## src/rtl/core/ttt_pkg.sv

```systemverilog
// ----------------------------------------------------------------------------
// ttt_pkg: shared types and codes of the tick timer task table
// Beat formats, command classes and result kinds used by the front end, the
// executor and the top level.
// ----------------------------------------------------------------------------
package ttt_pkg;

  localparam int unsigned NumSlotsDef = 16;
  localparam int unsigned IdWidthDef  = 16;

  // Opcodes of the input beat
  localparam logic [1:0] OPC_TICK   = 2'd0;
  localparam logic [1:0] OPC_ADD    = 2'd1;
  localparam logic [1:0] OPC_CANCEL = 2'd2;
  localparam logic [1:0] OPC_CLEAR  = 2'd3;

  // Result kinds
  localparam logic [2:0] K_FIRED     = 3'd0;
  localparam logic [2:0] K_ADDED     = 3'd1;
  localparam logic [2:0] K_FULL      = 3'd2;
  localparam logic [2:0] K_CANCELLED = 3'd3;
  localparam logic [2:0] K_NOTFOUND  = 3'd4;
  localparam logic [2:0] K_CLEARED   = 3'd5;
  localparam logic [2:0] K_TICKDONE  = 3'd6;

  typedef struct packed {
    logic [1:0]         opcode;
    logic [31:0]        first_delay;
    logic [31:0]        repeat_interval;
    logic signed [15:0] repeat_count;
    logic [15:0]        cancel_id;
  } in_t;

  typedef struct packed {
    logic [2:0]  kind;
    logic [15:0] task_id;
    logic        last;
  } out_t;

  // Command class decided by the front end
  typedef enum logic [1:0] {
    CMD_TICK,
    CMD_ADD,
    CMD_CANCEL,
    CMD_CLEAR
  } cmd_e;

  typedef struct packed {
    cmd_e cmd;
    in_t  item;
  } entry_t;

  // Queue head handed from front end to executor
  typedef struct packed {
    logic   valid;
    entry_t entry;
  } head_t;

endpackage

```

## src/rtl/core/ttt_front.sv

```systemverilog
// ----------------------------------------------------------------------------
// ttt_front: command intake
// Accepts command beats, classifies the opcode and holds them in a two-entry
// queue that the executor drains.
// ----------------------------------------------------------------------------
module ttt_front (
  input  logic           clk_i,
  input  logic           rst_ni,
  input  logic           start,
  output logic           busy,
  input  ttt_pkg::in_t   cmd_i,
  output ttt_pkg::head_t head_o,
  input  logic           pop_i
);

  ttt_pkg::entry_t mem_q [2];
  logic            wptr_q, rptr_q;
  logic [1:0]      cnt_q;
  logic            push;
  ttt_pkg::entry_t new_entry;

  // Classify the opcode
  always_comb begin
    new_entry.item = cmd_i;
    case (cmd_i.opcode)
      ttt_pkg::OPC_TICK:   new_entry.cmd = ttt_pkg::CMD_TICK;
      ttt_pkg::OPC_ADD:    new_entry.cmd = ttt_pkg::CMD_ADD;
      ttt_pkg::OPC_CANCEL: new_entry.cmd = ttt_pkg::CMD_CANCEL;
      default:             new_entry.cmd = ttt_pkg::CMD_CLEAR;
    endcase
  end

  assign busy   = (cnt_q == 2'd2);
  assign push   = start && !busy;
  assign head_o = '{valid: (cnt_q != 2'd0), entry: mem_q[rptr_q]};

  // Queue storage
  always_ff @(posedge clk_i) begin
    if (push) begin
      mem_q[wptr_q] <= new_entry;
    end
  end

  // Queue pointers
  always_ff @(posedge clk_i or negedge rst_ni) begin
    if (!rst_ni) begin
      wptr_q <= 1'b0;
      rptr_q <= 1'b0;
      cnt_q  <= 2'd0;
    end else begin
      if (push) begin
        wptr_q <= ~wptr_q;
      end
      if (pop_i) begin
        rptr_q <= ~rptr_q;
      end
      cnt_q <= cnt_q + {1'b0, push} - {1'b0, pop_i};
    end
  end

endmodule

```

## src/rtl/core/ttt_exec.sv

```systemverilog
// ----------------------------------------------------------------------------
// ttt_exec: slot table executor
// Holds the timer slots and runs one queued command at a time. A tick scans
// each slot once, firing those at zero, then fires the newly due lowest first.
// ----------------------------------------------------------------------------
module ttt_exec #(
  parameter int unsigned NUM_SLOTS = ttt_pkg::NumSlotsDef,
  parameter int unsigned ID_WIDTH  = ttt_pkg::IdWidthDef
) (
  input  logic           clk_i,
  input  logic           rst_ni,
  input  ttt_pkg::head_t head_i,
  output logic           pop_o,
  output logic           res_valid_o,
  output ttt_pkg::out_t  res_o
);

  localparam int unsigned SW = (NUM_SLOTS > 1) ? $clog2(NUM_SLOTS) : 1;

  typedef enum logic [1:0] {
    S_IDLE,
    S_SCAN,
    S_FIRE
  } state_e;

  state_e                 state_q, state_d;
  logic [SW-1:0]          idx_q, idx_d;
  logic [NUM_SLOTS-1:0]   due_q, due_d;
  logic [NUM_SLOTS-1:0]   valid_q, valid_d;
  logic [ID_WIDTH-1:0]    nid_q, nid_d;
  ttt_pkg::out_t          res_q, res_d;
  logic                   res_valid_q, res_valid_d;

  logic [31:0]            rem_q [NUM_SLOTS];
  logic [31:0]            ivl_q [NUM_SLOTS];
  logic signed [15:0]     cnt_q [NUM_SLOTS];
  logic [ID_WIDTH-1:0]    id_q  [NUM_SLOTS];

  logic                   free_found;
  logic [SW-1:0]          free_idx, due_idx, ra, wa;
  logic [NUM_SLOTS-1:0]   hit;
  logic [ID_WIDTH-1:0]    cid;
  logic [31:0]            rd_rem, rd_ivl, reload, rem_wd;
  logic signed [15:0]     rd_cnt, cnt_dec, cnt_wd;
  logic [ID_WIDTH-1:0]    rd_id;
  logic                   alive, add_we, rem_we, cnt_we;
  ttt_pkg::entry_t        hd;

  assign hd  = head_i.entry;
  assign cid = ID_WIDTH'(hd.item.cancel_id);

  // Lowest free slot, lowest due slot, cancel matches
  always_comb begin
    free_found = 1'b0;
    free_idx   = '0;
    due_idx    = '0;
    for (int i = NUM_SLOTS - 1; i >= 0; i--) begin
      if (!valid_q[i]) begin
        free_found = 1'b1;
        free_idx   = SW'(i);
      end
      if (due_q[i]) begin
        due_idx = SW'(i);
      end
    end
    for (int i = 0; i < NUM_SLOTS; i++) begin
      hit[i] = valid_q[i] && (id_q[i] == cid);
    end
  end

  // Single read port of the slot table and the reload rule
  assign ra      = (state_q == S_FIRE) ? due_idx : idx_q;
  assign rd_rem  = rem_q[ra];
  assign rd_ivl  = ivl_q[ra];
  assign rd_cnt  = cnt_q[ra];
  assign rd_id   = id_q[ra];
  assign reload  = (rd_ivl == 32'd0) ? 32'd1 : rd_ivl;
  assign alive   = (rd_cnt != 16'sd0);
  assign cnt_dec = rd_cnt[15] ? rd_cnt : rd_cnt - 16'sd1;

  // Sequence the commands
  always_comb begin
    state_d     = state_q;
    idx_d       = idx_q;
    due_d       = due_q;
    valid_d     = valid_q;
    nid_d       = nid_q;
    res_d       = '0;
    res_valid_d = 1'b0;
    pop_o       = 1'b0;
    add_we      = 1'b0;
    rem_we      = 1'b0;
    cnt_we      = 1'b0;
    rem_wd      = reload;
    cnt_wd      = cnt_dec;
    wa          = ra;
    case (state_q)
      S_IDLE: begin
        if (head_i.valid) begin
          pop_o       = 1'b1;
          res_valid_d = (hd.cmd != ttt_pkg::CMD_TICK);
          res_d.last  = 1'b1;
          case (hd.cmd)
            ttt_pkg::CMD_ADD: begin
              if (free_found) begin
                valid_d[free_idx] = 1'b1;
                add_we            = 1'b1;
                wa                = free_idx;
                res_d.kind        = ttt_pkg::K_ADDED;
                res_d.task_id     = 16'(nid_q);
                nid_d             = nid_q + 1'b1;
              end else begin
                res_d.kind = ttt_pkg::K_FULL;
              end
            end
            ttt_pkg::CMD_CANCEL: begin
              valid_d = valid_q & ~hit;
              if (hit != '0) begin
                res_d.kind    = ttt_pkg::K_CANCELLED;
                res_d.task_id = 16'(cid);
              end else begin
                res_d.kind = ttt_pkg::K_NOTFOUND;
              end
            end
            ttt_pkg::CMD_CLEAR: begin
              valid_d    = '0;
              res_d.kind = ttt_pkg::K_CLEARED;
            end
            default: begin
              idx_d   = '0;
              due_d   = '0;
              state_d = S_SCAN;
            end
          endcase
        end
      end
      S_SCAN: begin
        if (valid_q[idx_q]) begin
          if (rd_rem == 32'd0) begin
            // already at zero: fire now, ahead of the late ones
            res_valid_d   = 1'b1;
            res_d.kind    = ttt_pkg::K_FIRED;
            res_d.task_id = 16'(rd_id);
            rem_we        = alive;
            cnt_we        = alive;
            if (!alive) begin
              valid_d[idx_q] = 1'b0;
            end
          end else begin
            rem_we = 1'b1;
            rem_wd = rd_rem - 32'd1;
            if (rd_rem == 32'd1) begin
              due_d[idx_q] = 1'b1;
            end
          end
        end
        if (idx_q == SW'(NUM_SLOTS - 1)) begin
          state_d = S_FIRE;
        end else begin
          idx_d = idx_q + 1'b1;
        end
      end
      S_FIRE: begin
        res_valid_d = 1'b1;
        if (due_q != '0) begin
          res_d.kind       = ttt_pkg::K_FIRED;
          res_d.task_id    = 16'(rd_id);
          due_d[due_idx]   = 1'b0;
          rem_we           = alive;
          cnt_we           = alive;
          if (!alive) begin
            valid_d[due_idx] = 1'b0;
          end
        end else begin
          res_d.kind = ttt_pkg::K_TICKDONE;
          res_d.last = 1'b1;
          state_d    = S_IDLE;
        end
      end
      default: begin
        state_d = S_IDLE;
      end
    endcase
  end

  // State and registered result
  always_ff @(posedge clk_i or negedge rst_ni) begin
    if (!rst_ni) begin
      state_q     <= S_IDLE;
      idx_q       <= '0;
      due_q       <= '0;
      valid_q     <= '0;
      nid_q       <= '0;
      res_q       <= '0;
      res_valid_q <= 1'b0;
    end else begin
      state_q     <= state_d;
      idx_q       <= idx_d;
      due_q       <= due_d;
      valid_q     <= valid_d;
      nid_q       <= nid_d;
      res_q       <= res_d;
      res_valid_q <= res_valid_d;
    end
  end

  // Slot fields
  always_ff @(posedge clk_i) begin
    if (add_we) begin
      rem_q[wa] <= hd.item.first_delay;
      ivl_q[wa] <= hd.item.repeat_interval;
      cnt_q[wa] <= hd.item.repeat_count;
      id_q[wa]  <= nid_q;
    end else begin
      if (rem_we) begin
        rem_q[wa] <= rem_wd;
      end
      if (cnt_we) begin
        cnt_q[wa] <= cnt_wd;
      end
    end
  end

  assign res_valid_o = res_valid_q;
  assign res_o       = res_q;

`ifndef SYNTHESIS
  a_nonlast_is_fire: assert property (@(posedge clk_i) disable iff (!rst_ni)
    res_valid_q && !res_q.last |-> res_q.kind == ttt_pkg::K_FIRED)
    else $error("non-final result is not a firing");

  a_single_answer: assert property (@(posedge clk_i) disable iff (!rst_ni)
    pop_o && hd.cmd != ttt_pkg::CMD_TICK |=> res_valid_q && res_q.last)
    else $error("single-beat command gave no final result");

  a_idle_no_due: assert property (@(posedge clk_i) disable iff (!rst_ni)
    state_q == S_IDLE |-> due_q == '0)
    else $error("due slots left over after a tick");

  a_no_pop_busy: assert property (@(posedge clk_i) disable iff (!rst_ni)
    state_q != S_IDLE |-> !pop_o)
    else $error("queue popped while a tick is in progress");
`endif

endmodule

```

## src/rtl/core/tick_timer_task_table.sv

```systemverilog
// ----------------------------------------------------------------------------
// tick_timer_task_table: table of periodic timer slots
// Top level: command intake queue feeding the slot table executor.
// ----------------------------------------------------------------------------
// A command beat is taken when start is high and busy is low; a two-entry
// queue lets up to two commands wait while the executor works. Add, cancel and
// clear each answer with one result beat; the command is queued and its result
// is registered, and a tick in progress holds it back. A tick walks the slot
// table once, one slot per cycle, firing any already at zero, then fires
// the newly due one per cycle, ending with the tick done beat. Each result is
// on res_o for one cycle, marked by res_valid_o, and must be taken then.
module tick_timer_task_table #(
  parameter int unsigned NUM_SLOTS = ttt_pkg::NumSlotsDef,
  parameter int unsigned ID_WIDTH  = ttt_pkg::IdWidthDef
) (
  input  logic          clk_i,
  input  logic          rst_ni,
  input  logic          start,
  output logic          busy,
  input  ttt_pkg::in_t  cmd_i,
  output logic          res_valid_o,
  output ttt_pkg::out_t res_o
);

  ttt_pkg::head_t head;
  logic           pop;

  ttt_front u_front (
    .clk_i  (clk_i),
    .rst_ni (rst_ni),
    .start  (start),
    .busy   (busy),
    .cmd_i  (cmd_i),
    .head_o (head),
    .pop_i  (pop)
  );

  ttt_exec #(
    .NUM_SLOTS (NUM_SLOTS),
    .ID_WIDTH  (ID_WIDTH)
  ) u_exec (
    .clk_i       (clk_i),
    .rst_ni      (rst_ni),
    .head_i      (head),
    .pop_o       (pop),
    .res_valid_o (res_valid_o),
    .res_o       (res_o)
  );

endmodule
```

## config.mk

```make
export PLATFORM = sky130hd
export DESIGN_NAME = tick_timer_task_table
export DESIGN_NICKNAME = d
export VERILOG_FILES = /design/src/rtl/core/ttt_pkg.sv /design/src/rtl/core/ttt_front.sv /design/src/rtl/core/ttt_exec.sv /design/src/rtl/core/tick_timer_task_table.sv
export SDC_FILE = /design/constraint.sdc
export NUM_CORES = 2
export LEC_CHECK = 0
export BUFFER_PORTS_ARGS = -buffer_cell sky130_fd_sc_hd__buf_2
export CAP_MARGIN = 15
export CORE_MARGIN = 10
export CORE_UTILIZATION = 30
export DETAILED_ROUTE_END_ITERATION = 7
export HOLD_SLACK_MARGIN = 0.02
export SLEW_MARGIN = 20
export SYNTH_ARGS = -nofsm -noshare
export SYNTH_HDL_FRONTEND = slang
export SYNTH_SLANG_ARGS = --single-unit
```

## constraint.sdc

```tcl
create_clock -name clk_i -period 9.4 [get_ports clk_i]
set_input_delay 0.94 -clock clk_i [delete_from_list [all_inputs] [get_ports clk_i]]
set_output_delay 0.94 -clock clk_i [all_outputs]
set_load 0.01 [all_outputs]
```

==> impl_metrics.py <==
metrics = {
    "setup_path": {
        "worstReg2RegEnd": "u_exec.rem_q[12][3]",
        "crit_top_cell": "buf_4",
        "path_class": "reg -> reg",
        "cpMaxStageDelayCell": "a21oi_1",
        "critPathMaxFanout": 69,
        "worstSetupStartpointType": "flip-flop",
        "critPathMaxStageDelay_ps": 810,
        "required_ps": 9880,
        "rrSetupSlack_ps": 1800,
        "worstSetupEndpointType": "flip-flop",
        "reg2reg_from": "u_exec.state_q[0]",
        "rr_worst_depth": 17,
        "crit_chain": "inv_1, ha_1, buf_4, nand2b_1, and2_4, nand2_8, buf_4, a211oi_1, a311oi_1, or4b_1, nor3_2, or3b_1, a2bb2oi_1, buf_4, a2bb2oi_4, a211oi_1, a21oi_1",
        "worst_ep_arrival_time_ps": 8070,
    },
    "floorplan": {
        "core_area_um2": 257000,
        "num_rows": 186,
        "io_pins": 123,
        "die_area_um2": 279000,
        "die_h_um": 528,
        "die_w_um": 528,
        "start_util_pct": 30.1,
    },
    "status": {
        "status": "completed",
    },
    "timing": {
        "finalHoldViolCount": 0,
        "drv_slew": 0,
        "holdWs_ps": 256,
        "post-route-period-util_pct": 80.8,
        "setup_viol": 0,
        "fin_ws_ps": 1800,
        "rsz0062_at_grt": "no",
        "worst_pin_slew_ps": 1280,
        "fmax_ghz": 0.132,
        "fin_tns_setup_ps": 0,
        "fin_crit_ps": 7600,
        "slew-limit-headroom_pct": 13.8,
        "clock_skew_ps": 61.6,
    },
    "finish": {
        "syn_to_final_growth_pct": 14.5,
        "finalNonFillerCells": 9295,
        "nets": 5888,
        "stdcell_area_um2": 88700,
        "fill_cells": 24700,
        "drive_gt1_share_pct": 13.8,
    },
    "hold_path": {
        "hold_class": "in -> reg",
        "hold_depth": 1,
        "hold_end": "u_front.mem_q[0][61]",
        "hold_start": "cmd_i[61]",
    },
    "grt": {
        "grt_pass1_wl_um": 351000,
        "antenna_found_initial": 8,
        "grt.total_usage_pct": 16.8,
        "grt_max_degree": 169,
        "globalRouteOverflowTotal": 0,
        "grt_pass1_vias": 48600,
    },
    "synth": {
        "avgSynthCellArea_um2": 13.7,
        "async_reset_ff_share_pct": 4.36,
        "postSynthNetCount": 5756,
        "synthTopCellsByArea": "edfxtp_1, nand2_1, xnor2_1",
        "synth-main-ff-cell": "edfxtp_1",
        "ys_types": 102,
        "yosys.area.top_type": "edfxtp_1",
        "yosysMostFrequentCell": "edfxtp_1",
        "yosysSeqAreaShare_pct": 69.7,
        "synth_edf_count": 1732,
        "yosysWarningCount": 0,
        "synthTopCellsByCount": "edfxtp_1, nand2_1, xnor2_1",
        "synth_top_area_share_pct": 67.2,
        "syn_inst": 5635,
        "ys_ff_latch": 1811,
        "synth_area_um2": 77400,
    },
    "pwr": {
        "power.leakage_nw": 29.2,
        "p_per_area_nw_per_um2": 304,
        "peakVddDrop_v": 0.000225,
    },
    "clock_network": {
        "clk_path_buf_depth": 3,
        "cts.sink_count": 1811,
        "cts_buffers": 178,
        "cts_tree": "built",
        "clk-insertion-delay-late_ps": 880,
        "htreeDepth": 4,
        "clkTransAtPathRegs_ps": 60,
        "ctsRootBufferMaster": "clkbuf_16",
    },
    "placed_design": {
        "place_ws_ps": 1990,
        "dpl.hpwl_um": 150000,
        "placedInstanceArea_um2": 82700,
        "portBuffers": 122,
        "dp_cells": 8962,
        "gp_congestion": 0.954,
    },
    "run": {
        "cap_violations": 0,
    },
    "route": {
        "vias": 50300,
        "ant_nets": 0,
        "first_iter_violations": 6171,
        "viasPerCell": 5.41,
        "drt_wl_total_um": 245000,
        "wire_per_inst_um": 26.3,
        "post-route-drc-count": 0,
        "first_pass_iters": 6,
    },
}
[placed cells by master (no fill, tap or decap), drive strengths merged, types with 16 or more instances in the layout]
cell type and count:
edfxtp 1732, nand2 988, buf 308, xnor2 299, nand3 273, mux2i 234, clkbuf 222, and3 182
a211oi 154, a21oi 134, nor2 117, o21ai 112, nor4 90, a311oi 83, dfrtp 79, a31oi 78
nor3 77, clkinv 67, mux2 61, nand4 51, inv 49, a32oi 33, o22ai 28, nor2b 24
and4 24, a32o 22, nand2b 21, o21a 20, ha 20, or2 19, a22oi 19, a2111oi 17
o32ai 17, o22a 16, a221oi 16, xor2 16, bufinv 16
[registers in the layout (all words and copies together), names as in the netlist]
signal	flops
u_exec.res_o	20
u_front.cnt_q	2
u_exec.idx_q	4
u_exec.id_q	256
u_exec.ivl_q	512
u_exec.rem_q	512
u_front.mem_q	196
u_exec.res_valid_o	1
u_exec.nid_q	16
u_front.rptr_q	1
u_front.wptr_q	1
u_exec.valid_q	16
u_exec.state_q	2
u_exec.cnt_q	256
u_exec.due_q	16
[worst max path at each step]
stage,from,end,slack [ps],depth (start not counted)
floorplan,u_front.rptr_q,u_exec.id_q[8][0],1080,14
global placement,u_exec.state_q[0],u_exec.cnt_q[11][15],2040,16
detailed placement,u_exec.state_q[0],u_exec.rem_q[4][3],1990,16
CTS,u_exec.state_q[0],u_exec.rem_q[12][3],1950,16
global route,u_exec.state_q[0],u_exec.rem_q[13][3],1280,16
finish,u_exec.state_q[0],u_exec.rem_q[12][3],1800,17
[metrics by stage]
step / util (%) / total power, mW
6_report: 34.5 / 26.9
5_1_grt: 34.5 / 27.9
4_1_cts: 34.5 / 26.8
3_5_place_dp: 32.2 / 19.7
3_3_place_gp: 32.2 / 19.6
2_1_floorplan: - / 16.2
[final cells by class]
class | count | area [um^2] | area share, %
Clock buffer | 217 | 4680 | 5.28
Sequential cell | 1811 | 54000 | 60.9
Clock inverter | 101 | 1170 | 1.32
Multi-Input combinational cell | 3417 | 22200 | 25.0
Timing Repair Buffer | 314 | 2210 | 2.49
Tap cell | 3384 | 4230 | 4.78
Inverter | 45 | 169 | 0.191
Antenna cell | 6 | 15.0 | 0.0169
[worst max-delay path: cells and delay by family (launching register included)]
family	cells	cell delay, ps
AO/OA/AOI/OAI	6	2340
adder cells (fa/ha/maj)	1	150
buffers and inverters	4	1230
flip-flops	1	440
AND/OR/NAND/NOR	6	2880
[report_power, final]
group	switching [mW]	internal, mW
Combinational	6.43	2.57
Sequential	0.280	10.4
Clock	3.19	4.02
[timing repair]
| item | in CTS | in global routing |
|---|---|---|
| hold endpoints to repair | 24 | 0 |
| resized for setup | 0 | 0 |
| setup buffers | 0 | 0 |
| hold buffers | 1 | 0 |
| endpoints found under the setup margin | 0 | 0 |
[logic make-up after synthesis]
group                    after synthesis  share of synthesized area [%]
AND/OR/NAND/NOR                     1900                           11.5
flip-flops                          1811                           69.7
AO/OA/AOI/OAI                        878                           8.32
buffers and inverters                407                           2.39
XOR/XNOR                             315                           3.56
multiplexers                         304                           4.17
adder cells (fa/ha/maj)               20                          0.323
[layer usage]
metal / share of wire [%] / track usage, % / wire length [um]
met3: 8.9 / 3.10 / 21700
met5: 0.014 / 0 / 34
met2: 47 / 27.1 / 115000
met4: 4.4 / 7.16 / 10800
met1: 40 / 22.2 / 97600
No activity file was read; power rests on OpenSTA's default activity.
